`src/design/lfps_pkg.sv`:
```
`timescale 1ns / 1ps
`default_nettype none

package lfps_pkg;

    localparam int SENSORS    = 8;
    localparam int GAIN_W     = 8;
    localparam int SPEED_W    = 10;
    localparam int STEER_W    = 11;
    localparam int OQ_W       = STEER_W + 1;
    localparam int RAW_W      = 7;
    localparam int CFG_DATA_W = 10;
    localparam int CFG_IDX_W  = 3;
    localparam int UPC_W      = 4;
    localparam int SUM_W      = 9;
    localparam int CNT_W      = 4;
    localparam int QUO_W      = 6;
    localparam int DVS_W      = 9;

    localparam logic [GAIN_W-1:0] ALPHA_NUM   = 8'd179;
    localparam logic [GAIN_W-1:0] ALPHA_REST  = 8'd77;
    localparam int                ALPHA_SHIFT = 8;
    localparam int                ALPHA_ROUND = (1 << ALPHA_SHIFT) - 1;
    localparam int                LOST_MAG    = 40;

    localparam logic signed [RAW_W-1:0]   LOST_ERROR = 7'sd40;
    localparam logic [SENSORS-1:0]        EDGE_MASK  = 8'h81;
    localparam logic signed [STEER_W-1:0] STEER_MAX  = 11'sd1023;
    localparam logic signed [STEER_W-1:0] STEER_MIN  = -11'sd1024;
    localparam logic [UPC_W-1:0]          UPC_LAST   = 4'd11;

    typedef enum logic [CFG_IDX_W-1:0] {
        REG_KP_STRAIGHT    = 3'd0,
        REG_KD_STRAIGHT    = 3'd1,
        REG_KP_TURN        = 3'd2,
        REG_KD_TURN        = 3'd3,
        REG_KI_GAIN        = 3'd4,
        REG_BIAS_OFFSET    = 3'd5,
        REG_SPEED_STRAIGHT = 3'd6,
        REG_SPEED_TURN     = 3'd7
    } cfg_idx_t;

    typedef struct packed {
        logic [GAIN_W-1:0]  kp_straight;
        logic [GAIN_W-1:0]  kd_straight;
        logic [GAIN_W-1:0]  kp_turn;
        logic [GAIN_W-1:0]  kd_turn;
        logic [GAIN_W-1:0]  ki_gain;
        logic [GAIN_W-1:0]  bias_offset;
        logic [SPEED_W-1:0] speed_straight;
        logic [SPEED_W-1:0] speed_turn;
    } cfg_t;

    localparam cfg_t CFG_RESET = '{
        kp_straight:    8'd40,
        kd_straight:    8'd0,
        kp_turn:        8'd80,
        kd_turn:        8'd40,
        ki_gain:        8'd0,
        bias_offset:    8'd25,
        speed_straight: 10'd400,
        speed_turn:     10'd250
    };

    typedef enum logic [2:0] {
        DP_NOP,
        DP_DIV,
        DP_RAW,
        DP_FILT,
        DP_INTEG,
        DP_CLAMP,
        DP_OUT
    } dp_op_t;

    typedef enum logic [2:0] {
        A_ALPHA_NUM,
        A_ALPHA_REST,
        A_KP,
        A_KI,
        A_KD
    } a_sel_t;

    typedef enum logic [1:0] {
        B_RAW,
        B_FE,
        B_INTEG,
        B_DERIV
    } b_sel_t;

    typedef enum logic [1:0] {
        ACC_HOLD,
        ACC_LOAD,
        ACC_ADD
    } acc_op_t;

    typedef enum logic [1:0] {
        JMP_NEXT,
        JMP_DIV_LOOP,
        JMP_END
    } jmp_t;

    typedef struct packed {
        dp_op_t  dp_op;
        logic    mul_en;
        a_sel_t  a_sel;
        b_sel_t  b_sel;
        acc_op_t acc_op;
    } uop_t;

    typedef struct packed {
        uop_t uop;
        jmp_t jmp;
    } uword_t;

    typedef struct packed {
        logic start;
        uop_t uop;
    } ctrl_t;

    typedef struct packed {
        logic div_last;
        logic out_block;
    } stat_t;

    localparam uop_t UOP_NOP = '{
        dp_op:  DP_NOP,
        mul_en: 1'b0,
        a_sel:  A_KP,
        b_sel:  B_FE,
        acc_op: ACC_HOLD
    };

    // sensor index counted from the left edge
    function automatic logic signed [RAW_W-1:0] pos_weight(input logic [2:0] idx);
        logic signed [RAW_W-1:0] w;
        case (idx)
            3'd0:    w = -7'sd35;
            3'd1:    w = -7'sd25;
            3'd2:    w = -7'sd15;
            3'd3:    w = -7'sd5;
            3'd4:    w = 7'sd5;
            3'd5:    w = 7'sd15;
            3'd6:    w = 7'sd25;
            default: w = 7'sd35;
        endcase
        return w;
    endfunction

    // control store
    function automatic uword_t ucode(input logic [UPC_W-1:0] upc);
        uword_t w;
        w.uop = UOP_NOP;
        w.jmp = JMP_NEXT;
        unique case (upc)
            4'd0: begin
                w.uop.dp_op = DP_DIV;
                w.jmp       = JMP_DIV_LOOP;
            end
            4'd1: w.uop.dp_op = DP_RAW;
            4'd2: begin
                w.uop.mul_en = 1'b1;
                w.uop.a_sel  = A_ALPHA_NUM;
                w.uop.b_sel  = B_RAW;
            end
            4'd3: begin
                w.uop.mul_en = 1'b1;
                w.uop.a_sel  = A_ALPHA_REST;
                w.uop.b_sel  = B_FE;
                w.uop.acc_op = ACC_LOAD;
            end
            4'd4: w.uop.acc_op = ACC_ADD;
            4'd5: w.uop.dp_op = DP_FILT;
            4'd6: begin
                w.uop.dp_op  = DP_INTEG;
                w.uop.mul_en = 1'b1;
                w.uop.a_sel  = A_KP;
                w.uop.b_sel  = B_FE;
            end
            4'd7: begin
                w.uop.mul_en = 1'b1;
                w.uop.a_sel  = A_KI;
                w.uop.b_sel  = B_INTEG;
                w.uop.acc_op = ACC_LOAD;
            end
            4'd8: begin
                w.uop.mul_en = 1'b1;
                w.uop.a_sel  = A_KD;
                w.uop.b_sel  = B_DERIV;
                w.uop.acc_op = ACC_ADD;
            end
            4'd9:  w.uop.acc_op = ACC_ADD;
            4'd10: w.uop.dp_op = DP_CLAMP;
            4'd11: begin
                w.uop.dp_op = DP_OUT;
                w.jmp       = JMP_END;
            end
            default: w.jmp = JMP_END;
        endcase
        return w;
    endfunction

endpackage

`default_nettype wire

```
`src/design/lfps_cfg_regs.sv`:
```
`timescale 1ns / 1ps
`default_nettype none

module lfps_cfg_regs
    import lfps_pkg::*;
(
    input  wire logic                  clk,
    input  wire logic                  rst_n,
    input  wire logic                  cfg_we,
    input  wire logic [CFG_IDX_W-1:0]  cfg_index,
    input  wire logic [CFG_DATA_W-1:0] cfg_data,
    output cfg_t                       cfg
);

    cfg_t cfg_reg;
    cfg_t cfg_next;

    always_comb
    begin
        cfg_next = cfg_reg;
        if (cfg_we)
        begin
            unique case (cfg_idx_t'(cfg_index))
                REG_KP_STRAIGHT:    cfg_next.kp_straight    = cfg_data[GAIN_W-1:0];
                REG_KD_STRAIGHT:    cfg_next.kd_straight    = cfg_data[GAIN_W-1:0];
                REG_KP_TURN:        cfg_next.kp_turn        = cfg_data[GAIN_W-1:0];
                REG_KD_TURN:        cfg_next.kd_turn        = cfg_data[GAIN_W-1:0];
                REG_KI_GAIN:        cfg_next.ki_gain        = cfg_data[GAIN_W-1:0];
                REG_BIAS_OFFSET:    cfg_next.bias_offset    = cfg_data[GAIN_W-1:0];
                REG_SPEED_STRAIGHT: cfg_next.speed_straight = cfg_data[SPEED_W-1:0];
                REG_SPEED_TURN:     cfg_next.speed_turn     = cfg_data[SPEED_W-1:0];
                default:            cfg_next = cfg_reg;
            endcase
        end
    end

    always_ff @(posedge clk or negedge rst_n)
    begin
        if (!rst_n)
        begin
            cfg_reg <= CFG_RESET;
        end
        else
        begin
            cfg_reg <= cfg_next;
        end
    end

    assign cfg = cfg_reg;

endmodule

`default_nettype wire

```
`src/design/lfps_useq.sv`:
```
`timescale 1ns / 1ps
`default_nettype none

module lfps_useq
    import lfps_pkg::*;
(
    input  wire logic  clk,
    input  wire logic  rst_n,
    input  wire logic  in_valid,
    output logic       in_ready,
    input  wire stat_t stat,
    output ctrl_t      ctrl
);

    logic             busy_reg;
    logic             busy_next;
    logic [UPC_W-1:0] upc_reg;
    logic [UPC_W-1:0] upc_next;
    uword_t           uword;
    logic             stall;
    logic             exec;
    logic             start;

    assign uword    = ucode(upc_reg);
    assign stall    = (uword.jmp == JMP_END) && stat.out_block;
    assign exec     = busy_reg && !stall;
    assign start    = in_valid && !busy_reg;
    assign in_ready = !busy_reg;

    always_comb
    begin
        ctrl.start = start;
        ctrl.uop   = exec ? uword.uop : UOP_NOP;
    end

    always_comb
    begin
        busy_next = busy_reg;
        upc_next  = upc_reg;
        if (start)
        begin
            busy_next = 1'b1;
            upc_next  = '0;
        end
        else if (exec)
        begin
            unique case (uword.jmp)
                JMP_NEXT:     upc_next = upc_reg + 1'b1;
                JMP_DIV_LOOP: upc_next = stat.div_last ? upc_reg + 1'b1 : upc_reg;
                JMP_END:
                begin
                    busy_next = 1'b0;
                    upc_next  = '0;
                end
                default:      upc_next = upc_reg;
            endcase
        end
    end

    always_ff @(posedge clk or negedge rst_n)
    begin
        if (!rst_n)
        begin
            busy_reg <= 1'b0;
            upc_reg  <= '0;
        end
        else
        begin
            busy_reg <= busy_next;
            upc_reg  <= upc_next;
        end
    end

    a_start_runs: assert property (@(posedge clk) disable iff (!rst_n)
        in_valid && in_ready |=> busy_reg && upc_reg == '0)
        else $error("sequencer did not start after input transfer");

    a_upc_range: assert property (@(posedge clk) disable iff (!rst_n)
        busy_reg |-> upc_reg <= UPC_LAST)
        else $error("step counter past end of program");

    a_stall_holds: assert property (@(posedge clk) disable iff (!rst_n)
        busy_reg && stall |=> busy_reg && $stable(upc_reg))
        else $error("final step left while result still waiting");

endmodule

`default_nettype wire

```
`src/design/lfps_dp.sv`:
```
`timescale 1ns / 1ps
`default_nettype none

module lfps_dp
    import lfps_pkg::*;
#(
    parameter int FRAC_BITS      = 8,
    parameter int OUTPUT_LIMIT   = 800,
    parameter int INTEGRAL_LIMIT = 500
)
(
    input  wire logic               clk,
    input  wire logic               rst_n,
    input  wire ctrl_t              ctrl,
    input  wire cfg_t               cfg,
    input  wire logic [SENSORS-1:0] sensor_bits,
    input  wire logic               out_ready,
    output stat_t                   stat,
    output logic                    out_valid,
    output logic [SPEED_W-1:0]      speed_cmd,
    output logic [STEER_W-1:0]      steer_cmd,
    output logic                    turn_mode,
    output logic                    line_lost
);

    localparam int FEW = FRAC_BITS + RAW_W;
    localparam int DW  = FEW + 1;
    localparam int IW  = $clog2(INTEGRAL_LIMIT + 1) + FRAC_BITS + 1;
    localparam int SW  = ((IW > FEW) ? IW : FEW) + 1;
    localparam int BW  = (IW > DW) ? IW : DW;
    localparam int PW  = BW + GAIN_W + 1;
    localparam int AW  = PW + 2;

    localparam logic signed [SW-1:0]  ILIM      = SW'(INTEGRAL_LIMIT) <<< FRAC_BITS;
    localparam logic signed [SW-1:0]  ILIM_N    = -ILIM;
    localparam logic signed [AW-1:0]  OUT_LIM   = AW'(OUTPUT_LIMIT) <<< FRAC_BITS;
    localparam logic signed [AW-1:0]  OUT_LIM_N = -OUT_LIM;
    localparam logic signed [AW-1:0]  FRAC_RND  = AW'((1 << FRAC_BITS) - 1);
    localparam logic signed [AW-1:0]  FILT_RND  = AW'(ALPHA_ROUND);
    localparam logic signed [FEW-1:0] FE_LIM    = FEW'(LOST_MAG) <<< FRAC_BITS;

    // sample intake
    logic signed [SUM_W-1:0] in_sum;
    logic [CNT_W-1:0]        in_cnt;
    logic [SUM_W-1:0]        in_thr;
    logic                    in_lost;
    logic                    in_turn;

    always_comb
    begin
        in_sum = '0;
        in_cnt = '0;
        for (int i = 0; i < SENSORS; i++)
        begin
            if (!sensor_bits[SENSORS-1-i])
            begin
                in_sum = in_sum + SUM_W'(pos_weight(3'(i)));
                in_cnt = in_cnt + 1'b1;
            end
        end
        in_thr  = SUM_W'({in_cnt, 2'b00}) + SUM_W'(in_cnt);
        in_lost = (in_cnt == '0);
        in_turn = in_lost || (in_sum > $signed(in_thr)) || (in_sum < -$signed(in_thr))
                  || ((sensor_bits & EDGE_MASK) != EDGE_MASK);
    end

    // divider and error state
    logic                    sum_neg_reg, sum_neg_next;
    logic [SUM_W-2:0]        rem_reg, rem_next;
    logic [DVS_W-1:0]        dvs_reg, dvs_next;
    logic [QUO_W-1:0]        quo_reg, quo_next;
    logic [2:0]              div_cnt_reg, div_cnt_next;
    logic                    lost_reg, lost_next;
    logic                    turn_reg, turn_next;
    logic signed [RAW_W-1:0] raw_reg, raw_next;
    logic signed [RAW_W-1:0] lve_reg, lve_next;
    logic                    div_ge;

    // arithmetic state
    logic signed [FEW-1:0] fe_reg, fe_next;
    logic signed [FEW-1:0] pfe_reg, pfe_next;
    logic signed [IW-1:0]  integ_reg, integ_next;
    logic signed [DW-1:0]  deriv_reg, deriv_next;
    logic signed [PW-1:0]  prod_reg, prod_next;
    logic signed [AW-1:0]  acc_reg, acc_next;

    logic [GAIN_W-1:0]      a_gain;
    logic signed [GAIN_W:0] a_op;
    logic signed [BW-1:0]   b_op;
    logic signed [AW-1:0]   filt_round;
    logic signed [AW-1:0]   filt_q;
    logic signed [SW-1:0]   isum;
    logic signed [AW-1:0]   oq_round;
    logic signed [AW-1:0]   oq_full;
    logic signed [OQ_W-1:0] steer_sum;

    // result register
    logic                      out_valid_reg, out_valid_next;
    logic [SPEED_W-1:0]        speed_reg, speed_next;
    logic signed [STEER_W-1:0] steer_reg, steer_next;
    logic                      turn_out_reg, turn_out_next;
    logic                      lost_out_reg, lost_out_next;

    assign div_ge = {1'b0, rem_reg} >= dvs_reg;

    always_comb
    begin
        case (ctrl.uop.a_sel)
            A_ALPHA_NUM:  a_gain = ALPHA_NUM;
            A_ALPHA_REST: a_gain = ALPHA_REST;
            A_KP:         a_gain = turn_reg ? cfg.kp_turn : cfg.kp_straight;
            A_KI:         a_gain = cfg.ki_gain;
            A_KD:         a_gain = turn_reg ? cfg.kd_turn : cfg.kd_straight;
            default:      a_gain = '0;
        endcase
        case (ctrl.uop.b_sel)
            B_RAW:   b_op = BW'(raw_reg) <<< FRAC_BITS;
            B_FE:    b_op = BW'(fe_reg);
            B_INTEG: b_op = BW'(integ_reg);
            B_DERIV: b_op = BW'(deriv_reg);
            default: b_op = '0;
        endcase
        a_op      = $signed({1'b0, a_gain});
        prod_next = a_op * b_op;
    end

    always_comb
    begin
        filt_round = acc_reg + (acc_reg[AW-1] ? FILT_RND : AW'(0));
        filt_q     = filt_round >>> ALPHA_SHIFT;
        isum       = SW'(integ_reg) + SW'(fe_reg);
        oq_round   = acc_reg + (acc_reg[AW-1] ? FRAC_RND : AW'(0));
        oq_full    = oq_round >>> FRAC_BITS;
        steer_sum  = $signed(oq_full[OQ_W-1:0]) + OQ_W'($signed(cfg.bias_offset));
    end

    always_comb
    begin
        sum_neg_next   = sum_neg_reg;
        rem_next       = rem_reg;
        dvs_next       = dvs_reg;
        quo_next       = quo_reg;
        div_cnt_next   = div_cnt_reg;
        lost_next      = lost_reg;
        turn_next      = turn_reg;
        raw_next       = raw_reg;
        lve_next       = lve_reg;
        fe_next        = fe_reg;
        pfe_next       = pfe_reg;
        integ_next     = integ_reg;
        deriv_next     = deriv_reg;
        acc_next       = acc_reg;
        speed_next     = speed_reg;
        steer_next     = steer_reg;
        turn_out_next  = turn_out_reg;
        lost_out_next  = lost_out_reg;
        out_valid_next = out_valid_reg && !out_ready;

        if (ctrl.start)
        begin
            sum_neg_next = in_sum[SUM_W-1];
            rem_next     = in_sum[SUM_W-1] ? (SUM_W-1)'(-in_sum) : in_sum[SUM_W-2:0];
            dvs_next     = DVS_W'(in_cnt) << (QUO_W - 1);
            quo_next     = '0;
            div_cnt_next = 3'(QUO_W - 1);
            lost_next    = in_lost;
            turn_next    = in_turn;
        end

        case (ctrl.uop.acc_op)
            ACC_LOAD: acc_next = AW'(prod_reg);
            ACC_ADD:  acc_next = acc_reg + AW'(prod_reg);
            default:  acc_next = acc_reg;
        endcase

        unique case (ctrl.uop.dp_op)
            DP_DIV:
            begin
                if (div_ge)
                begin
                    rem_next = rem_reg - dvs_reg[SUM_W-2:0];
                end
                quo_next     = {quo_reg[QUO_W-2:0], div_ge};
                dvs_next     = dvs_reg >> 1;
                div_cnt_next = div_cnt_reg - 1'b1;
            end
            DP_RAW:
            begin
                if (lost_reg)
                begin
                    if (lve_reg[RAW_W-1])
                        raw_next = -LOST_ERROR;
                    else if (lve_reg != '0)
                        raw_next = LOST_ERROR;
                    else
                        raw_next = '0;
                end
                else
                begin
                    raw_next = sum_neg_reg ? -$signed(RAW_W'(quo_reg)) : $signed(RAW_W'(quo_reg));
                    lve_next = raw_next;
                end
            end
            DP_FILT: fe_next = filt_q[FEW-1:0];
            DP_INTEG:
            begin
                if (isum > ILIM)
                    integ_next = IW'(ILIM);
                else if (isum < ILIM_N)
                    integ_next = IW'(ILIM_N);
                else
                    integ_next = IW'(isum);
                deriv_next = DW'(fe_reg) - DW'(pfe_reg);
                pfe_next   = fe_reg;
            end
            DP_CLAMP:
            begin
                if (acc_reg > OUT_LIM)
                    acc_next = OUT_LIM;
                else if (acc_reg < OUT_LIM_N)
                    acc_next = OUT_LIM_N;
            end
            DP_OUT:
            begin
                out_valid_next = 1'b1;
                speed_next     = turn_reg ? cfg.speed_turn : cfg.speed_straight;
                turn_out_next  = turn_reg;
                lost_out_next  = lost_reg;
                if (steer_sum > OQ_W'(STEER_MAX))
                    steer_next = STEER_MAX;
                else if (steer_sum < OQ_W'(STEER_MIN))
                    steer_next = STEER_MIN;
                else
                    steer_next = steer_sum[STEER_W-1:0];
            end
            default: ;
        endcase
    end

    always_ff @(posedge clk or negedge rst_n)
    begin
        if (!rst_n)
        begin
            out_valid_reg <= 1'b0;
            fe_reg        <= '0;
            pfe_reg       <= '0;
            integ_reg     <= '0;
            lve_reg       <= '0;
        end
        else
        begin
            out_valid_reg <= out_valid_next;
            fe_reg        <= fe_next;
            pfe_reg       <= pfe_next;
            integ_reg     <= integ_next;
            lve_reg       <= lve_next;
        end
    end

    always_ff @(posedge clk)
    begin
        sum_neg_reg  <= sum_neg_next;
        rem_reg      <= rem_next;
        dvs_reg      <= dvs_next;
        quo_reg      <= quo_next;
        div_cnt_reg  <= div_cnt_next;
        lost_reg     <= lost_next;
        turn_reg     <= turn_next;
        raw_reg      <= raw_next;
        deriv_reg    <= deriv_next;
        acc_reg      <= acc_next;
        speed_reg    <= speed_next;
        steer_reg    <= steer_next;
        turn_out_reg <= turn_out_next;
        lost_out_reg <= lost_out_next;
        if (ctrl.uop.mul_en)
        begin
            prod_reg <= prod_next;
        end
    end

    always_comb
    begin
        stat.div_last  = (div_cnt_reg == '0);
        stat.out_block = out_valid_reg && !out_ready;
    end

    assign out_valid = out_valid_reg;
    assign speed_cmd = speed_reg;
    assign steer_cmd = steer_reg;
    assign turn_mode = turn_out_reg;
    assign line_lost = lost_out_reg;

    a_out_loads: assert property (@(posedge clk) disable iff (!rst_n)
        ctrl.uop.dp_op == DP_OUT |=> out_valid_reg)
        else $error("result not presented after output step");

    a_integ_bound: assert property (@(posedge clk) disable iff (!rst_n)
        (SW'(integ_reg) <= ILIM) && (SW'(integ_reg) >= ILIM_N))
        else $error("integral outside its clamp");

    a_fe_bound: assert property (@(posedge clk) disable iff (!rst_n)
        (fe_reg <= FE_LIM) && (fe_reg >= -FE_LIM))
        else $error("filtered error outside its range");

endmodule

`default_nettype wire

```
`src/design/line_follow_pid_steering_unit.sv`:
```
// Line-follower steering controller. Each transfer on the input channel carries one
// sensor byte (bit 7 leftmost, 0 = line seen); the block returns one result with the
// speed command, the steering command, the turn flag and the line-lost flag. Work is
// done by a 12-word microprogram driving one shared 9 x (FRAC_BITS+10) bit multiplier
// and accumulator: shift-subtract division for the position average, then 11 steps for
// the low-pass filter, integral, derivative and output clamp. The final step registers
// the result and frees the input, and the next sample can be taken in the cycle after;
// no new sample is taken while one is in work. A result not yet taken holds the final
// step until the output register frees. Gains, bias and speeds must be written through
// the cfg_we/cfg_index/cfg_data port only while the block is idle; it does not check this.
`timescale 1ns / 1ps
`default_nettype none

module line_follow_pid_steering_unit
    import lfps_pkg::*;
#(
    parameter int FRAC_BITS      = 8,
    parameter int OUTPUT_LIMIT   = 800,
    parameter int INTEGRAL_LIMIT = 500
)
(
    input  wire logic                  clk,
    input  wire logic                  rst_n,
    input  wire logic                  cfg_we,
    input  wire logic [CFG_IDX_W-1:0]  cfg_index,
    input  wire logic [CFG_DATA_W-1:0] cfg_data,
    input  wire logic                  in_valid,
    output logic                       in_ready,
    input  wire logic [SENSORS-1:0]    sensor_bits,
    output logic                       out_valid,
    input  wire logic                  out_ready,
    output logic [SPEED_W-1:0]         speed_cmd,
    output logic [STEER_W-1:0]         steer_cmd,
    output logic                       turn_mode,
    output logic                       line_lost
);

    cfg_t  cfg;
    ctrl_t ctrl;
    stat_t stat;

    lfps_cfg_regs u_cfg_regs (
        .clk       (clk),
        .rst_n     (rst_n),
        .cfg_we    (cfg_we),
        .cfg_index (cfg_index),
        .cfg_data  (cfg_data),
        .cfg       (cfg)
    );

    lfps_useq u_useq (
        .clk      (clk),
        .rst_n    (rst_n),
        .in_valid (in_valid),
        .in_ready (in_ready),
        .stat     (stat),
        .ctrl     (ctrl)
    );

    lfps_dp #(
        .FRAC_BITS      (FRAC_BITS),
        .OUTPUT_LIMIT   (OUTPUT_LIMIT),
        .INTEGRAL_LIMIT (INTEGRAL_LIMIT)
    ) u_dp (
        .clk         (clk),
        .rst_n       (rst_n),
        .ctrl        (ctrl),
        .cfg         (cfg),
        .sensor_bits (sensor_bits),
        .out_ready   (out_ready),
        .stat        (stat),
        .out_valid   (out_valid),
        .speed_cmd   (speed_cmd),
        .steer_cmd   (steer_cmd),
        .turn_mode   (turn_mode),
        .line_lost   (line_lost)
    );

endmodule

`default_nettype wire
```
`config.mk`:
```
export PLATFORM = sky130hd
export DESIGN_NAME = line_follow_pid_steering_unit
export DESIGN_NICKNAME = d
export VERILOG_FILES = /design/src/design/lfps_pkg.sv /design/src/design/lfps_cfg_regs.sv /design/src/design/lfps_useq.sv /design/src/design/lfps_dp.sv /design/src/design/line_follow_pid_steering_unit.sv
export SDC_FILE = /design/constraint.sdc
export NUM_CORES = 1
export LEC_CHECK = 0
export BUFFER_PORTS_ARGS = -buffer_cell sky130_fd_sc_hd__buf_4
export CAP_MARGIN = 30
export CORE_ASPECT_RATIO = 0.7
export CORE_MARGIN = 2
export CORE_UTILIZATION = 40
export DETAILED_ROUTE_END_ITERATION = 10
export PLACE_DENSITY = 0.64
export SYNTH_ARGS = -nofsm -noshare
export SYNTH_HDL_FRONTEND = slang
export SYNTH_SLANG_ARGS = --single-unit
```
`constraint.sdc`:
```
create_clock -name clk -period 15.76 [get_ports clk]
set_input_delay 0 -clock clk [delete_from_list [all_inputs] [get_ports clk]]
set_output_delay 0 -clock clk [all_outputs]
set_load 0.03 [all_outputs]
```
==> results.json, run 1 <==
{
  "yosysMostFrequentCell": "inv_1",
  "largest_reg_flops": 68,
  "slew_violations": 0,
  "antenna_cells": 0,
  "finalCritPeriodShare_pct": 57.2,
  "overflow": 0,
  "placeableCoreArea_sq_um": 55100,
  "path_clk_slew_ns": 0.07,
  "num_vias": 17300,
  "grt_pass1_vias": 17200,
  "synthTopCellsByArea": "edfxtp_1 13%, dfrtp_1 12%, fa_1 11%",
  "cap_violations": 0,
  "antenna_found_initial": 1,
  "status": "finished, final reports clean",
  "ys_top_cells_by_count": "297 x inv_1, 219 x nor2_1, 200 x nand2_1",
  "synthDistinctLibCells": 91,
  "drive_gt1_share_pct": 11.4,
  "crit_type": "flop to flop",
  "gp_congestion": 0.899,
  "finalClockSkew_ns": 0.0282,
  "areaGrowthSynthToFinish_pct": 11.0,
  "syn_area_sq_um": 22300,
  "hpwl_um": 42400,
  "fin_cells": 3192,
  "ys_warn_count": 0,
  "cts_tree": "done",
  "fp.dieW_um": 286,
  "crit_path_max_fanout": 28,
  "relSlewSlack_pct": 29.5,
  "via_per_inst": 5.42,
  "synth_top_area_share_pct": 12.5,
  "ys_seq_elements": 260,
  "nNetsFinal": 2760,
  "met1_length_um": 26300,
  "cp_slowest_stage_delay_ns": 0.60,
  "setup_viol": 0,
  "route.met3.wl_um": 4000,
  "dp.cells": 3123,
  "synth_flop_cell": "dfrtp_1",
  "critical_path.startpoint_type": "flop",
  "top_layer_used": "met4",
  "hold_path_class": "input pin to asynchronous set/reset pin",
  "syn_area_per_cell_sq_um": 9.38,
  "first_pass_iters": 5,
  "io_pins": 51,
  "drt-total-wl_um": 54400,
  "cp_slowest_cell": "a21boi_1",
  "endpoint_kind": "flop",
  "cts_buffers": 27,
  "port_buffers": 50,
  "route.detailed.drc": 0,
  "hold_viol": 0,
  "fin_tns_setup_ns": 0,
  "dieArea_sq_um": 57600,
  "ant_nets": 0,
  "clockRootBuffer": "clkbuf_16",
  "synth_top_cell_by_area": "edfxtp_1",
  "cts_buffer_depth": 3,
  "synth-edff-count": 93,
  "ys_seq_area_share_pct": 30.6,
  "syn-num-nets": 2701,
  "die_h_um": 201,
  "clock_latency_ns": 0.59,
  "path_common_cell": "o21ai_0",
  "cts.sinks": 260,
  "grt_pass1_wl_um": 90600,
  "drt_iter0_drc": 1441,
  "period_needed_ns": 9.02,
  "rsz0062_at_grt": "no",
  "final_util_pct": 44.8,
  "grt_max_degree": 71,
  "ff2ff_path_depth": 28,
  "wl_per_cell_um": 17.0,
  "netlist_instances": 2372,
  "cts_max_level": 1,
  "crit_arrival_ns": 9.32,
  "cp.required_ns": 16.06,
  "initial_core_util_pct": 40.4,
  "core.rowCount": 72,
  "worstMarginPinSlew_ns": 1.05,
  "grtUsageTotal_pct": 19.2,
  "synthArstFlopShare_pct": 49.6,
  "clock.fmax_mhz": 111,
  "routed-wl-met2_um": 23000
}
worst max-delay path, delay by kind of cell, from the launching register on:
family	cells	cell delay, ns
xor gates and xnor gates	1	0.14
DFF	1	0.42
AOI/OAI and AO/OA	14	4.60
buffers and inverters	5	0.66
adders and majority gates	6	2.59
and+or+nand+nor	2	0.36
layout by cell type (no fill, tap or decap), types with 71 or more instances in the layout:
master,netlist,layout
nand2_1,200,200
a21oi_1,108,107
inv_1,297,297
fa_1,121,121
mux2_2,102,102
dfrtp_1,111,111
edfxtp_1,93,93
buf_4,0,71
nor2_1,219,219
ha_1,182,182
xnor2_1,96,96
o21ai_0,127,127
cell type report:
class	instances	area, sq um
Fill cell	5262	30400
Timing Repair Buffer	93	772
Clock inverter	14	158
Tap cell	740	926
Clock buffer	36	826
Sequential cell	260	6800
Multi-Input combinational cell	1750	14100
Inverter	299	1120
path summary, 6_finish.rpt:
kind                            slack, ns                  to         startpoint
worst min-delay path                  0.1  u_cfg_regs.cfg[13]              rst_n
worst max-delay path                 6.74   u_dp.prod_reg[26]  u_useq.upc_reg[1]
worst min register to register       0.47     u_dp.dvs_reg[8]    u_dp.dvs_reg[8]
min in group clk                     0.19     u_dp.dvs_reg[6]     sensor_bits[0]
worst max register to register       6.74   u_dp.prod_reg[26]  u_useq.upc_reg[1]
max in group asynchronous           14.26    u_dp.pfe_reg[10]              rst_n
layer usage:
metal,global-route usage (%),vias to the layer above
met5,0,-
met4,4.00,0
met3,3.44,71
met2,29.0,499
met1,28.7,8450
li1,-,8285
repair_timing:
action | in CTS | in global routing
buffers inserted | 0 | 0
hold endpoints to repair | 136 | 0
endpoints found under the setup margin | 0 | 0
gates resized for setup | 0 | 0
hold buffers | 18 | 0
per-stage QoR:
stage | hold WS [ns] | instance area, sq um | worst slack [ns]
after floorplan | -0.296 | 22300 | 6.74
after global placement | 0.156 | 23500 | 7.13
after detailed placement | 0.176 | 23500 | 6.93
after CTS | 0.107 | 24700 | 6.88
after global routing | 0.160 | 24700 | 5.97
final | 0.0960 | 24700 | 6.74
cell families after synthesis:
group           share of synthesized area, %
simple gates                            13.5
compound gates                          14.7
buf+inv                                 6.16
fa+ha+maj                               21.3
flops                                   30.6
mux                                     7.88
xor+xnor                                5.93
Power of run 1 is left out: the tool's default activity adds up to more than one toggle a clock period on the data nets, which glitch-free logic cannot reach.
==> run 2, diff against run 1 <==
clock period = 9.18 ns   (was 15.76 ns; I/O delays follow)
==> run 2 against run 1 <==
Effect of this change:
- worst setup slack got worse by 6.0 ns
- clock-buffer cell count is 7 lower
- final cell count increased by 0.22%
- sequential share of layout area is essentially flat
==> results.json, run 2 (synthesis results as in run 1) <==
{
  "io_pins": 51,
  "die_h_um": 201,
  "dieArea_sq_um": 57600,
  "r2r_setup_slack_ns": 0.71,
  "finalCritPeriodShare_pct": 92.3,
  "fin_tns_setup_ns": 0,
  "min_to": "u_dp.dvs_reg[6]",
  "finalClockSkew_ns": 0.0323,
  "hold_viol": 0,
  "num_vias": 17100,
  "clockRootBuffer": "clkbuf_16",
  "cts_buffers": 28,
  "cts_max_level": 1,
  "first_pass_iters": 5,
  "grt_max_degree": 80,
  "layout_commonest_cell": "inv_1",
  "wl_per_cell_um": 16.8,
  "drive_gt1_share_pct": 11.5,
  "grt_pass1_vias": 17200,
  "hold_path_class": "input pin to flop",
  "hpwl_um": 42200,
  "largest_reg_flops": 68,
  "clock.fmax_mhz": 118,
  "antenna_cells": 0,
  "reg2reg_to": "u_dp.prod_reg[26]",
  "gp_congestion": 0.900,
  "cap_violations": 0,
  "antenna_found_initial": 1,
  "nNetsFinal": 2766,
  "cts_buffer_depth": 3,
  "period_needed_ns": 8.47,
  "relSlewSlack_pct": 33.8,
  "clock_latency_ns": 0.60,
  "layout_common_cells": "297 x inv_1, 219 x nor2_1, 200 x nand2_1, 182 x ha_1, 125 x o21ai_0",
  "endpoint_kind": "flop",
  "status": "finished, final reports clean",
  "crit_path_max_fanout": 29,
  "route.detailed.drc": 0,
  "grtUsageTotal_pct": 19.0,
  "crit_type": "flop to flop",
  "initial_core_util_pct": 40.4,
  "slew_violations": 0,
  "path_clk_slew_ns": 0.06,
  "worstMarginPinSlew_ns": 0.982,
  "cp_slowest_stage_delay_ns": 0.56,
  "grt_pass1_wl_um": 90300,
  "overflow": 0,
  "port_buffers": 50,
  "drt-total-wl_um": 53700,
  "cp.required_ns": 9.49,
  "ff2ff_path_depth": 29,
  "holdPathStages": 5,
  "fp.dieW_um": 286,
  "r2r-start": "u_useq.upc_reg[0]",
  "cts.sinks": 260,
  "ant_nets": 0,
  "via_per_inst": 5.36,
  "holdCritStartpoint": "sensor_bits[0]",
  "placeableCoreArea_sq_um": 55100,
  "critical_path.startpoint_type": "flop",
  "setup_viol": 0,
  "crit_arrival_ns": 8.78,
  "cts_tree": "done",
  "cp_slowest_cell": "a21oi_1",
  "areaGrowthSynthToFinish_pct": 11.2,
  "core.rowCount": 72,
  "drt_iter0_drc": 1130,
  "cts_setup_buffers": 0
}
-- run 2: layout make-up --
| type | count | area, sq um |
|---|---|---|
| multi-input combinational | 1750 | 14100 |
| timing repair buffer | 98 | 853 |
| tap | 740 | 926 |
| inverter | 299 | 1120 |
| clock buffer | 29 | 704 |
| sequential | 260 | 6800 |
| clock inverter | 23 | 236 |
| fill | 5230 | 30400 |
-- run 2: worst max-delay path, delay by kind of cell, from the launching register on --
kind / cells / cell delay (ns)
AO/OA/AOI/OAI: 14 / 3.55
adder cells (fa/ha/maj): 6 / 2.69
AND/OR/NAND/NOR: 4 / 0.94
buffers and inverters: 4 / 0.43
flip-flops: 1 / 0.42
XOR/XNOR: 1 / 0.14
-- run 2: per-stage QoR --
stage	instances	utilization, %	setup slack [ns]	hold WS (ns)	cell area, sq um
2_1_floorplan	2372	-	0.161	-0.296	22300
3_3_place_gp	3123	42.6	0.593	0.205	23500
3_5_place_dp	3126	42.8	0.279	0.218	23600
4_1_cts	3197	44.8	0.216	0.146	24700
5_1_grt	3199	44.9	-0.0363	0.201	24800
6_report	3199	44.9	0.710	0.189	24800
-- run 2: worst max-delay path by stage --
stage / from / endpoint / slack, ns / cells after the start
floorplan: u_useq.upc_reg[0] / u_dp.prod_reg[26] / 0.16 / 30
global placement: u_useq.upc_reg[0] / u_dp.prod_reg[26] / 0.59 / 31
detailed placement: u_useq.upc_reg[0] / u_dp.prod_reg[26] / 0.28 / 31
CTS: u_useq.upc_reg[0] / u_dp.prod_reg[26] / 0.22 / 31
global route: u_useq.upc_reg[0] / u_dp.prod_reg[26] / -0.04 / 34
finish: u_useq.upc_reg[0] / u_dp.prod_reg[26] / 0.71 / 29
-- run 2: repair_timing --
action	4_1_cts	5_1_grt
hold buffers	19	1
endpoints found under the hold margin	131	3
endpoints found under the setup margin	0	3
resized for setup	0	5
-- run 2: routing by layer --
layer / up-vias / GRT usage [%] / wire length [um]
met2: 421 / 28.9 / 23100
met5: - / 0 / 0
met3: 53 / 2.72 / 2920
met4: 0 / 3.38 / 815
met1: 8354 / 28.9 / 26900
li1: 8310 / - / -
Power of run 2 is left out for the same reason.
